===== src/hw/rtl/iss_pkg.sv =====
// ---------------------------------------------------------------------------
// iss_pkg
// Types, codes and constants of the idle, backlight and sleep sequencer.
// ---------------------------------------------------------------------------
package iss_pkg;

  localparam int TIMER_BITS_DEF = 20;
  localparam int CFG_W          = 20;
  localparam int TIME_W         = 48;
  localparam int TYPE_W         = 5;
  localparam int CODE_W         = 10;
  localparam int VALUE_W        = 32;
  localparam int ADDR_W         = 5;
  localparam int DATA_W         = 32;
  localparam int REG_IDX_W      = 3;

  // Input event codes.
  localparam logic [TYPE_W-1:0] EVT_KEY        = 5'h01;
  localparam logic [TYPE_W-1:0] EVT_SWITCH     = 5'h05;
  localparam logic [TYPE_W-1:0] EVT_POWER      = 5'h16;
  localparam logic [CODE_W-1:0] CODE_POWER_KEY = 10'd116;
  localparam logic [CODE_W-1:0] CODE_SLEEP     = 10'd142;
  localparam logic [CODE_W-1:0] CODE_LID       = 10'd0;

  typedef enum logic [1:0] {
    FUNC_TICK   = 2'd0,
    FUNC_EVENT  = 2'd1,
    FUNC_CHARGE = 2'd2,
    FUNC_START  = 2'd3
  } func_t;

  typedef enum logic [1:0] {
    CHG_UNKNOWN     = 2'd0,
    CHG_DISCHARGING = 2'd1,
    CHG_CHARGING    = 2'd2
  } charge_t;

  typedef enum logic [REG_IDX_W-1:0] {
    REG_IDLE_TICKS     = 3'd0,
    REG_LCD_TICKS      = 3'd1,
    REG_KEY_TICKS      = 3'd2,
    REG_RESLEEP_TICKS  = 3'd3,
    REG_ACTIVITY_REP   = 3'd4,
    REG_STAMP_SLEEP    = 3'd5,
    REG_START_AWAKE    = 3'd6
  } reg_idx_t;

  typedef struct packed {
    logic [CFG_W-1:0] idle_ticks;
    logic [CFG_W-1:0] lcd_light_ticks;
    logic [CFG_W-1:0] key_light_ticks;
    logic [CFG_W-1:0] resleep_ticks;
    logic             activity_reporting;
    logic             stamp_sleep;
    logic             start_awake;
  } cfg_t;

  typedef struct packed {
    logic              lcd_light_change;
    logic              lcd_light_level;
    logic              key_light_change;
    logic              key_light_level;
    logic              activity_report;
    logic [TIME_W-1:0] activity_time_us;
    logic              sleep_request;
    logic              sleep_with_stamp;
    logic [TIME_W-1:0] sleep_time_us;
    logic              full_wake;
  } res_t;

endpackage


===== src/hw/rtl/iss_cfg_regs.sv =====
// ---------------------------------------------------------------------------
// iss_cfg_regs
// APB-style configuration register file of the sequencer.
// ---------------------------------------------------------------------------
module iss_cfg_regs
  import iss_pkg::*;
(
  input  logic              clk,
  input  logic              rst,
  input  logic              psel,
  input  logic              penable,
  input  logic              pwrite,
  input  logic [ADDR_W-1:0] paddr,
  input  logic [DATA_W-1:0] pwdata,
  output logic [DATA_W-1:0] prdata,
  output logic              pready,
  output cfg_t              cfg
);

  logic     wr_en;
  reg_idx_t idx;

  assign pready = 1'b1;
  assign wr_en  = psel & penable & pwrite;
  assign idx    = reg_idx_t'(paddr[ADDR_W-1:2]);

  always_ff @(posedge clk) begin
    if (rst) begin
      cfg.idle_ticks         <= CFG_W'(50);
      cfg.lcd_light_ticks    <= '0;
      cfg.key_light_ticks    <= '0;
      cfg.resleep_ticks      <= CFG_W'(5);
      cfg.activity_reporting <= 1'b0;
      cfg.stamp_sleep        <= 1'b1;
      cfg.start_awake        <= 1'b1;
    end else if (wr_en) begin
      unique case (idx)
        REG_IDLE_TICKS:    cfg.idle_ticks         <= pwdata[CFG_W-1:0];
        REG_LCD_TICKS:     cfg.lcd_light_ticks    <= pwdata[CFG_W-1:0];
        REG_KEY_TICKS:     cfg.key_light_ticks    <= pwdata[CFG_W-1:0];
        REG_RESLEEP_TICKS: cfg.resleep_ticks      <= pwdata[CFG_W-1:0];
        REG_ACTIVITY_REP:  cfg.activity_reporting <= pwdata[0];
        REG_STAMP_SLEEP:   cfg.stamp_sleep        <= pwdata[0];
        REG_START_AWAKE:   cfg.start_awake        <= pwdata[0];
        default: ;
      endcase
    end
  end

  always_comb begin
    unique case (idx)
      REG_IDLE_TICKS:    prdata = DATA_W'(cfg.idle_ticks);
      REG_LCD_TICKS:     prdata = DATA_W'(cfg.lcd_light_ticks);
      REG_KEY_TICKS:     prdata = DATA_W'(cfg.key_light_ticks);
      REG_RESLEEP_TICKS: prdata = DATA_W'(cfg.resleep_ticks);
      REG_ACTIVITY_REP:  prdata = DATA_W'(cfg.activity_reporting);
      REG_STAMP_SLEEP:   prdata = DATA_W'(cfg.stamp_sleep);
      REG_START_AWAKE:   prdata = DATA_W'(cfg.start_awake);
      default:           prdata = '0;
    endcase
  end

endmodule


===== src/hw/rtl/iss_core.sv =====
// ---------------------------------------------------------------------------
// iss_core
// Input register, sequencer state and the single-pass update logic.
// ---------------------------------------------------------------------------
module iss_core
  import iss_pkg::*;
#(
  parameter int TIMER_BITS = TIMER_BITS_DEF
) (
  input  logic               clk,
  input  logic               rst,
  input  cfg_t               cfg,
  input  logic               in_valid,
  output logic               in_ready,
  input  logic [1:0]         func,
  input  logic [TYPE_W-1:0]  event_type,
  input  logic [CODE_W-1:0]  event_code,
  input  logic signed [VALUE_W-1:0] event_value,
  input  logic [TIME_W-1:0]  event_time_us,
  input  logic               charging,
  output logic               res_valid,
  input  logic               res_ready,
  output res_t               res
);

  // Loads are at most one bit wider than a configuration register.
  localparam int LW = (TIMER_BITS > CFG_W + 1) ? TIMER_BITS : CFG_W + 1;
  localparam logic [LW-1:0] TMAX = LW'((64'd1 << TIMER_BITS) - 64'd1);

  function automatic logic [TIMER_BITS-1:0] sat_load(input logic [LW-1:0] v);
    sat_load = (v > TMAX) ? TMAX[TIMER_BITS-1:0] : v[TIMER_BITS-1:0];
  endfunction

  // Input register.
  logic                      in_vld;
  func_t                     q_func;
  logic [TYPE_W-1:0]         q_type;
  logic [CODE_W-1:0]         q_code;
  logic signed [VALUE_W-1:0] q_value;
  logic [TIME_W-1:0]         q_time;
  logic                      q_charging;
  logic                      advance;

  assign advance   = in_vld & res_ready;
  assign in_ready  = ~in_vld | res_ready;
  assign res_valid = in_vld;

  always_ff @(posedge clk) begin
    if (rst) begin
      in_vld <= 1'b0;
    end else if (in_ready) begin
      in_vld <= in_valid;
    end
  end

  always_ff @(posedge clk) begin
    if (in_valid && in_ready) begin
      q_func     <= func_t'(func);
      q_type     <= event_type;
      q_code     <= event_code;
      q_value    <= event_value;
      q_time     <= event_time_us;
      q_charging <= charging;
    end
  end

  // Sequencer state.
  logic                  running, running_next;
  logic [TIMER_BITS-1:0] timer, timer_next;
  logic                  lcd_on, lcd_on_next;
  logic                  key_on, key_on_next;
  logic                  power_key_held, power_key_held_next;
  logic                  woke_from_sleep, woke_from_sleep_next;
  logic [TIME_W-1:0]     stamp, stamp_next;
  charge_t               charge_state, charge_state_next;

  always_ff @(posedge clk) begin
    if (rst) begin
      running         <= 1'b0;
      timer           <= '0;
      lcd_on          <= 1'b0;
      key_on          <= 1'b0;
      power_key_held  <= 1'b0;
      woke_from_sleep <= 1'b0;
      stamp           <= '0;
      charge_state    <= CHG_UNKNOWN;
    end else if (advance) begin
      running         <= running_next;
      timer           <= timer_next;
      lcd_on          <= lcd_on_next;
      key_on          <= key_on_next;
      power_key_held  <= power_key_held_next;
      woke_from_sleep <= woke_from_sleep_next;
      stamp           <= stamp_next;
      charge_state    <= charge_state_next;
    end
  end

  // Update logic.
  logic [CFG_W:0]        key_ext;
  logic [CFG_W:0]        lcd_eff;
  logic [TIMER_BITS-1:0] tick_dec;
  logic                  is_switch;
  logic                  is_active;
  logic                  lid_close;
  charge_t               charge_new;

  always_comb begin
    key_ext    = {1'b0, cfg.key_light_ticks};
    lcd_eff    = (cfg.key_light_ticks >= cfg.lcd_light_ticks) ?
                 key_ext + (CFG_W+1)'(1) : {1'b0, cfg.lcd_light_ticks};
    tick_dec   = (timer != '0) ? timer - TIMER_BITS'(1) : timer;
    is_switch  = (q_type == EVT_SWITCH) && (q_code == CODE_LID);
    is_active  = (q_type == EVT_KEY) || (is_switch && (q_value == 32'sd1));
    lid_close  = is_switch && (q_value == 32'sd0);
    charge_new = q_charging ? CHG_CHARGING : CHG_DISCHARGING;

    running_next         = running;
    timer_next           = timer;
    lcd_on_next          = lcd_on;
    key_on_next          = key_on;
    power_key_held_next  = power_key_held;
    woke_from_sleep_next = woke_from_sleep;
    stamp_next           = stamp;
    charge_state_next    = charge_state;
    res                  = '0;

    unique case (q_func)
      FUNC_START: begin
        running_next         = 1'b1;
        lcd_on_next          = 1'b0;
        key_on_next          = 1'b0;
        power_key_held_next  = 1'b0;
        woke_from_sleep_next = 1'b0;
        stamp_next           = '0;
        timer_next = sat_load(LW'(cfg.start_awake ? cfg.idle_ticks : cfg.resleep_ticks));
      end
      FUNC_TICK: begin
        if (running) begin
          timer_next = tick_dec;
          if (tick_dec == '0) begin
            if (key_on) begin
              key_on_next          = 1'b0;
              res.key_light_change = 1'b1;
              timer_next           = sat_load(LW'(lcd_eff - key_ext));
            end else if (lcd_on) begin
              lcd_on_next          = 1'b0;
              res.lcd_light_change = 1'b1;
              timer_next = ({1'b0, cfg.idle_ticks} > lcd_eff) ?
                           sat_load(LW'({1'b0, cfg.idle_ticks} - lcd_eff)) : '0;
            end else if (!cfg.activity_reporting) begin
              // Both lights are already off here, so only the request goes out.
              res.sleep_request    = 1'b1;
              res.sleep_with_stamp = cfg.stamp_sleep;
              res.sleep_time_us    = stamp;
              timer_next           = sat_load(LW'(cfg.resleep_ticks));
            end else begin
              timer_next = sat_load(LW'(cfg.idle_ticks));
            end
          end
        end
      end
      FUNC_EVENT: begin
        if (running) begin
          if ((q_type == EVT_POWER) && (q_code == CODE_SLEEP)) begin
            woke_from_sleep_next = (q_value != 32'sd0);
          end
          if (is_active) begin
            if (cfg.activity_reporting) begin
              res.activity_report  = 1'b1;
              res.activity_time_us = q_time;
            end
            timer_next           = sat_load(LW'(cfg.key_light_ticks));
            lcd_on_next          = 1'b1;
            key_on_next          = 1'b1;
            res.lcd_light_change = 1'b1;
            res.lcd_light_level  = 1'b1;
            res.key_light_change = 1'b1;
            res.key_light_level  = 1'b1;
            if (q_code == CODE_POWER_KEY) begin
              if (q_value == 32'sd0) begin
                power_key_held_next = 1'b0;
                if (power_key_held) begin
                  // Release after a press: lights were just lit, so both go off again.
                  lcd_on_next          = 1'b0;
                  key_on_next          = 1'b0;
                  res.lcd_light_level  = 1'b0;
                  res.key_light_level  = 1'b0;
                  res.sleep_request    = 1'b1;
                  res.sleep_with_stamp = cfg.stamp_sleep;
                  res.sleep_time_us    = stamp;
                  timer_next           = sat_load(LW'(cfg.resleep_ticks));
                end
              end else if (!woke_from_sleep) begin
                power_key_held_next = 1'b1;
                stamp_next          = q_time;
              end
            end
          end
          if (lid_close) begin
            stamp_next = q_time;
            if (lcd_on) begin
              lcd_on_next          = 1'b0;
              key_on_next          = 1'b0;
              res.lcd_light_change = 1'b1;
              res.key_light_change = 1'b1;
            end
            res.sleep_request    = 1'b1;
            res.sleep_with_stamp = cfg.stamp_sleep;
            res.sleep_time_us    = q_time;
            timer_next           = sat_load(LW'(cfg.resleep_ticks));
          end
        end
      end
      FUNC_CHARGE: begin
        if (running) begin
          res.full_wake     = (charge_new > charge_state);
          charge_state_next = charge_new;
        end
      end
      default: ;
    endcase
  end

endmodule


===== src/hw/rtl/iss_out_reg.sv =====
// ---------------------------------------------------------------------------
// iss_out_reg
// Result register between the update logic and the output channel.
// ---------------------------------------------------------------------------
module iss_out_reg
  import iss_pkg::*;
(
  input  logic clk,
  input  logic rst,
  input  logic res_valid,
  output logic res_ready,
  input  res_t res,
  output logic out_valid,
  input  logic out_ready,
  output res_t out_res
);

  logic load;

  assign res_ready = ~out_valid | out_ready;
  assign load      = res_valid & res_ready;

  always_ff @(posedge clk) begin
    if (rst) begin
      out_valid <= 1'b0;
    end else if (res_ready) begin
      out_valid <= res_valid;
    end
  end

  always_ff @(posedge clk) begin
    if (load) begin
      out_res <= res;
    end
  end

endmodule


===== src/hw/rtl/idle_backlight_sleep_sequencer_top.sv =====
// Pipeline: an accepted beat sits in the input register, moves into the result
// register once that register is free and leaves from there on the output channel.
// Throughput: one beat per cycle unless out_ready stalls the output; the update of
// the timer and light state is a single combinational pass between the two registers.
// Reset: synchronous, active high; clears state, restores register defaults and
// leaves the sequencer stopped until a start beat arrives.
// ---------------------------------------------------------------------------
// idle_backlight_sleep_sequencer_top
// Idle timer, backlight and sleep-request sequencer with APB-style config.
// ---------------------------------------------------------------------------
module idle_backlight_sleep_sequencer_top
  import iss_pkg::*;
#(
  // Width of the idle timer; loads saturate at its all-ones value.
  parameter int TIMER_BITS = TIMER_BITS_DEF
) (
  input  logic                      clk,
  input  logic                      rst,
  // Configuration port.
  input  logic                      psel,
  input  logic                      penable,
  input  logic                      pwrite,
  input  logic [ADDR_W-1:0]         paddr,
  input  logic [DATA_W-1:0]         pwdata,
  output logic [DATA_W-1:0]         prdata,
  output logic                      pready,
  // Input channel.
  input  logic                      in_valid,
  output logic                      in_ready,
  input  logic [1:0]                func,
  input  logic [TYPE_W-1:0]         event_type,
  input  logic [CODE_W-1:0]         event_code,
  input  logic signed [VALUE_W-1:0] event_value,
  input  logic [TIME_W-1:0]         event_time_us,
  input  logic                      charging,
  // Output channel.
  output logic                      out_valid,
  input  logic                      out_ready,
  output logic                      lcd_light_change,
  output logic                      lcd_light_level,
  output logic                      key_light_change,
  output logic                      key_light_level,
  output logic                      activity_report,
  output logic [TIME_W-1:0]         activity_time_us,
  output logic                      sleep_request,
  output logic                      sleep_with_stamp,
  output logic [TIME_W-1:0]         sleep_time_us,
  output logic                      full_wake
);

  // The register file feeds the update logic directly, with no shadow copy kept.
  // Software must write it only while no beat is in flight; this is not enforced.
  cfg_t cfg;

  // Handshake between the update stage and the result register. The result
  // register frees itself in the same cycle that its beat leaves, so a full
  // pipeline still moves one beat per cycle while out_ready stays high.
  logic res_valid;
  logic res_ready;
  res_t res;
  res_t out_res;

  iss_cfg_regs u_cfg (
    .clk     (clk),
    .rst     (rst),
    .psel    (psel),
    .penable (penable),
    .pwrite  (pwrite),
    .paddr   (paddr),
    .pwdata  (pwdata),
    .prdata  (prdata),
    .pready  (pready),
    .cfg     (cfg)
  );

  // The core registers each input beat, then computes the result beat and the
  // next sequencer state in one pass. State commits when the result beat moves
  // into the result register, so stalls never update the state twice.
  iss_core #(
    .TIMER_BITS (TIMER_BITS)
  ) u_core (
    .clk           (clk),
    .rst           (rst),
    .cfg           (cfg),
    .in_valid      (in_valid),
    .in_ready      (in_ready),
    .func          (func),
    .event_type    (event_type),
    .event_code    (event_code),
    .event_value   (event_value),
    .event_time_us (event_time_us),
    .charging      (charging),
    .res_valid     (res_valid),
    .res_ready     (res_ready),
    .res           (res)
  );

  iss_out_reg u_out (
    .clk       (clk),
    .rst       (rst),
    .res_valid (res_valid),
    .res_ready (res_ready),
    .res       (res),
    .out_valid (out_valid),
    .out_ready (out_ready),
    .out_res   (out_res)
  );

  // Fields that carry no meaning in a beat are zero, as built by the core.
  assign lcd_light_change = out_res.lcd_light_change;
  assign lcd_light_level  = out_res.lcd_light_level;
  assign key_light_change = out_res.key_light_change;
  assign key_light_level  = out_res.key_light_level;
  assign activity_report  = out_res.activity_report;
  assign activity_time_us = out_res.activity_time_us;
  assign sleep_request    = out_res.sleep_request;
  assign sleep_with_stamp = out_res.sleep_with_stamp;
  assign sleep_time_us    = out_res.sleep_time_us;
  assign full_wake        = out_res.full_wake;

endmodule


===== config.mk =====
export PLATFORM = sky130hd
export DESIGN_NAME = idle_backlight_sleep_sequencer_top
export DESIGN_NICKNAME = d
export VERILOG_FILES = /design/src/hw/rtl/iss_pkg.sv /design/src/hw/rtl/iss_cfg_regs.sv /design/src/hw/rtl/iss_core.sv /design/src/hw/rtl/iss_out_reg.sv /design/src/hw/rtl/idle_backlight_sleep_sequencer_top.sv
export SDC_FILE = /design/constraint.sdc
export NUM_CORES = 1
export LEC_CHECK = 0
export ABC_AREA = 1
export BUFFER_PORTS_ARGS = -buffer_cell sky130_fd_sc_hd__buf_4
export CAP_MARGIN = 20
export CORE_ASPECT_RATIO = 0.6
export CORE_MARGIN = 10
export CORE_UTILIZATION = 49
export DETAILED_ROUTE_END_ITERATION = 8
export PLACE_DENSITY = 0.71
export SYNTH_ARGS = -nofsm -noshare
export SYNTH_HDL_FRONTEND = slang
export SYNTH_SLANG_ARGS = --single-unit

===== constraint.sdc =====
create_clock -name clk -period 4.1 [get_ports clk]
set_clock_uncertainty 0.15 [all_clocks]
set_input_delay 0.205 -clock clk [delete_from_list [all_inputs] [get_ports clk]]
set_output_delay 0.205 -clock clk [all_outputs]
set_load 0.005 [all_outputs]

# Yosys cells after proc, flatten, opt, wreduce, memory -nomap -nowiden
# Cells that the tools add are included.
# W data, S select, Z words.
# classes
addsub	4
multipliers	0
n_div	0
n_lt_le_gt_ge	6
eq_ne	27
shift	0
n_mux	81
n_bitwise	7
reduce_logical	33
# ops
operator	count
$mux W50	9
$mux W20	17
$mux W48	6
$mux W103	2
$pmux W20 S7	1
$pmux W50 S2	1
$pmux W48 S2	1
$gt A21 B20 Y1 const B	3
$pmux W20 S3	1
$mux W49	1
$mux W1	34
$eq A32 B2 Y1 const B	1
$logic_not A32 Y1	1
$reduce_bool A32 Y1	1
$add A20 B1 Y21 const B	1
$gt A20 B21 Y1	1
$mux W21	1
$sub A20 B21 Y21	1
$sub A21 B20 Y21	1
$ge A20 B20 Y1	1
$logic_not A20 Y1	1
$reduce_bool A20 Y1	1
$sub A20 B1 Y20 const B	1
$reduce_and A2 Y1	9
other kinds (34)	61
# totals
ff_bits	361
latch_bits	0
ramBits	0
romBits	0
in_bits	142
out_inout_bits	139
elab_cells	190
memories	0

# Depth between registers and ports, before layout
# logic_depth
depth_word	11
depth_mapped	35
depth_no_buf	34

# Modules after synthesis
# A second synthesis with hierarchy kept.
# unflattened
hier_cells	2884
area_unflattened_um2	21261.6
# modules_own_cells
mod	instances	cells_each	area_per_inst_um2	seq_area_each_um2
iss_core	1	2076	13774.5	4464.3
iss_cfg_regs	1	698	4316.6	1661.6
iss_out_reg	1	110	3170.5	3143.0

# Worst setup path before layout
# No wires, ideal clock.
# synth_path
path_kind	reg-to-reg
from	reg u_cfg.cfg[58] (netlist name)
to	reg u_core.timer[16]
setup_time_ns	0.119
arrival_time_ns	3.819
required_ns	3.831
setup_slack_ns	0.011
stages_incl_launch_ff	27
path_buffers	1
period_less_slack_ns	4.089
path_cell_list	dfxtp_1 inv_1 ha_1 nand2_1 inv_1 nand2_1 nand2_1 a21oi_1 nand4_2 inv_1 clkbuf_1 nand2_1 o21ai_0 inv_1 ha_1 fa_1 o21ai_0 nand4_1 nand3_1 xnor2_2 nand2_1 inv_1 nand2_1 nand2_1 nand2_1 nand3_1 a21oi_1
# synth_between
elab_chain_cells	11
elab_cells_between_ends	15
classes_between	2 x add/sub; 4 x order compare; 9 x mux
# synth_rtl
element	line_no	rtl
$ge A20 B20 Y1	iss_core.sv:110	lcd_eff = (cfg.key_light_ticks >= cfg.lcd_light_ticks) ?
$mux W21 *	iss_core.sv:110	
$sub A20 B21 Y21	iss_core.sv:150	sat_load(LW'({1'b0, cfg.idle_ticks} - lcd_eff)) : '0;
$gt A21 B20 Y1	iss_core.sv:31	sat_load = (v > TMAX) ? TMAX[TIMER_BITS-1:0] : v[TIMER_BITS-1:0];
$mux W20	iss_core.sv:31	
$mux W20	iss_core.sv:149	timer_next = ({1'b0, cfg.idle_ticks} > lcd_eff) ?
$mux W20	iss_core.sv:146	end else if (lcd_on) begin
$mux W20 *	iss_core.sv:142	if (key_on) begin
$mux W20 *	iss_core.sv:141	if (tick_dec == '0) begin
$mux W20 *	iss_core.sv:139	if (running) begin
$pmux W20 S3 *	iss_core.sv:128	unique case (q_func)
to (signal assigned)	iss_core.sv:89	timer <= timer_next;
to (decl)	iss_core.sv:69	logic [TIMER_BITS-1:0] timer, timer_next;
# Mark *: on every way between the ends. The rest lies on a longest branch, timed or not. The select of a mux whose other input is x is not followed.
# A chain may end at the register's enable or synchronous reset.

# Worst setup path in the final report
# layout_path
from	reg u_cfg.cfg[49] (netlist name)
to	reg u_core.timer[17]
# layout_between
elab_chain_cells	11
elab_cells_between_ends	15
classes_between	2 x add/sub; 4 x order compare; 9 x mux
# layout_rtl
element	line_no
$ge A20 B20 Y1	iss_core.sv:110
$mux W21 *	iss_core.sv:110
$sub A20 B21 Y21	iss_core.sv:150
$gt A21 B20 Y1	iss_core.sv:31
$mux W20	iss_core.sv:31
$mux W20	iss_core.sv:149
$mux W20	iss_core.sv:146
$mux W20 *	iss_core.sv:142
$mux W20 *	iss_core.sv:141
$mux W20 *	iss_core.sv:139
$pmux W20 S3 *	iss_core.sv:128
# Marked as above.

==> impl_metrics.json <==
{
  "synth-async-reset-ratio_pct": 0,
  "reg2reg_depth": 29,
  "r2r_setup_slack_ns": -0.07,
  "setup_viol": 9,
  "critical_path.top_delay_family": "simple AND/OR/NAND/NOR gates",
  "ir_worst_vdd_mv": 0.335,
  "wl_per_cell_um": 23.6,
  "slew_violations": 0,
  "layout_min_cycle_time_ns": 4.17,
  "drive_gt1_share_pct": 26.1,
  "io_pins": 281,
  "mostFrequentLayoutCells": "buf_4, nand2_1, a21oi_1",
  "crit_path_frequent_cell": "nand2_1",
  "grt_pass1_wl_mm": 124,
  "cts_root_buf": "clkbuf_16",
  "groute.usage.overall_pct": 33.3,
  "critPathLaunchType": "register",
  "layout_commonest_cell": "buf_4",
  "finalNetCount": 3238,
  "synth_flop_cell": "edfxtp_1",
  "combPwrFrac_pct": 32.3,
  "die_y_um": 174,
  "rows": 56,
  "postPlaceCellArea_um2": 23300,
  "grt_max_degree": 65,
  "ys_seq_elements": 361,
  "fin_ws_ns": -0.0685,
  "initial_core_util_pct": 49.6,
  "utilization_pct": 69.1,
  "avgViaCountPerCell": 5.79,
  "clock_path_buffers": 3,
  "grt_pass1_vias": 19400,
  "worstPathArrival_ns": 4.44,
  "violations": "negative setup slack",
  "die-area_um2": 48100,
  "p_clk_share_pct": 31.3,
  "holdPathEnd": "u_core.timer[6]",
  "path_clk_slew_ns": 0.07,
  "clk_latency_ns": 0.55,
  "pwr-share-seq_pct": 36.4,
  "p_int_w": 0.00733,
  "cp_max_fo": 8,
  "rsz0062_at_grt": "yes",
  "fmax_mhz": 240,
  "tritoncts": "built",
  "hold_violations": 0,
  "hold_class": "in2reg",
  "drt-initial-drc-count": 3218,
  "slowest_stage": "dfxtp_2",
  "io_buffers": 253,
  "place.gp.congestion": 1.11,
  "coreArea_um2": 39000,
  "wl_mm": 84.5,
  "yosysWarnings": 0,
  "p_leak_nw": 11.5,
  "antenna_found_initial": 7,
  "synth_area_per_cell_um2": 7.92,
  "critPathMaxStageDelay_ns": 0.36,
  "syn_area_um2": 19400,
  "setup_tns_ns": -0.303,
  "max_cap_viol_count": 0,
  "syn_inst": 2444,
  "p_sw_share_pct": 33.4,
  "p_sw_w": 0.00368,
  "cts.sinks": 361,
  "vias": 20700,
  "finalCritPeriodShare_pct": 102,
  "grt_overflow_total": 0,
  "drt.antenna.violating_nets": 0,
  "tightest_slew_ns": 0.984,
  "status": "finished, violations left",
  "cts_max_level": 2,
  "required_ns": 4.38,
  "r2r-end": "u_core.timer[17]",
  "dieWidth_um": 277,
  "synth_edf_count": 201,
  "crit_type": "reg2reg",
  "drc": 0,
  "r2r_start": "u_cfg.cfg[49]",
  "slew_headroom_pct": 34.3,
  "dp_hpwl_mm": 61.2,
  "min_path_cells": 4,
  "cts_buffers": 35,
  "areaGrowthSynthToFinish_pct": 39.4,
  "critPathCaptureType": "register",
  "powerDensity_nw_per_um2": 408,
  "dr.pass1.iters": 8,
  "final_area_um2": 27000,
  "synth-seq-area-share_pct": 47.7,
  "min-delay-start": "rst",
  "cp_num_buf_inv": 5,
  "synth_cell_types": 53
}
[cell type report]
type,count,area (um^2)
repair buffers,657,5330
well taps,522,653
multi-input cells,1700,9500
fillers,3055,12000
clock inverters,15,196
diodes,2,5.00
inverters,274,1040
clock buffers,49,988
flip-flops and latches,361,9270
[tightest hold or removal path: cells and delay by family]
kind | cells | cell delay (ns)
compound gates | 2 | 0.19
buf+inv | 2 | 0.29
[through the flow]
step	setup WS [ns]	cells	total power (W)	hold slack (ns)
after detailed placement	-0.723	3362	0.00694	0.234
final	-0.0685	3580	0.0110	0.0437
after CTS	-0.00757	3561	0.0106	0.0115
after global routing	-0.246	3580	0.0114	0.0616
after floorplan	0.0115	2455	0.00557	0.154
after global placement	-0.790	3361	0.00696	0.234
[repair_timing]
item,CTS,global route
gates resized for setup,124,136
hold buffers,125,0
pin swaps,35,44
gates cloned,0,1
buffers inserted,10,16
setup endpoints to repair,20,20
hold endpoints to repair,183,0
[layer usage]
layer	vias to the layer above	global-route usage, %	wire [um]	share of wire (%)
li1	9397	-	-	-
met1	9858	49.3	37100	44
met2	1321	46.0	33600	40
met3	148	10.7	11800	14
met4	8	7.24	1900	2.2
met5	-	0	46	0.054
[state kept, by name (all words and copies together), names as in the netlist, 2 cells and up]
register	cells
u_out.out_res	103
u_core.stamp	48
u_core.q_code	10
u_core.q_time	48
u_cfg.cfg	83
u_core.q_value	32
u_core.q_type	5
u_core.timer	20
u_core.charge_state	2
u_core.q_func	2
[power by group through the flow]
stage | sequential [W] | combinational (W) | clock, W
after floorplan | 0.00407 | 0.00149 | 0
after global placement | 0.00408 | 0.00287 | 0
after detailed placement | 0.00408 | 0.00286 | 0
after CTS | 0.00401 | 0.00314 | 0.00343
after global routing | 0.00402 | 0.00379 | 0.00358
final | 0.00401 | 0.00356 | 0.00344
[Yosys cell counts (10+ instances only)]
library cell    n  area (um^2)
edfxtp_1      201         6040
o21ai_0       215         1080
clkbuf_1       89          334
inv_1         265          995
nand2_1       536         2010
buf_2          12         60.1
xor2_1         30          263
a21oi_1       297         1490
o22ai_1        20          125
nand3_1       141          706
buf_4          14          105
xnor2_1        10         87.6
nor3_1         16         80.1
nand4_1        23          144
ha_1           65          813
dfxtp_1       160         3200
nor2_1        210          788
o31ai_1        48          360
[kinds of logic after synthesis]
family,synth area share (%)
AOI/OAI and AO/OA,17.4
xor gates and xnor gates,1.89
adders and majority gates,4.41
buffers and inverters,8.14
DFF,47.7
other,0.0388
and+or+nand+nor,20.4
[worst max-delay path by stage]
stage	start	end	cells after the start	slack, ns
floorplan	u_cfg.cfg[58]	u_core.timer[16]	26	0.01
global placement	u_cfg.cfg[61]	u_core.timer[18]	30	-0.79
detailed placement	u_cfg.cfg[61]	u_core.timer[18]	30	-0.72
CTS	u_cfg.cfg[56]	u_core.timer[18]	30	-0.008
global route	u_cfg.cfg[48]	u_core.timer[18]	31	-0.25
finish	u_cfg.cfg[49]	u_core.timer[17]	29	-0.07
Note: power is estimated with default switching activity, not from simulation.
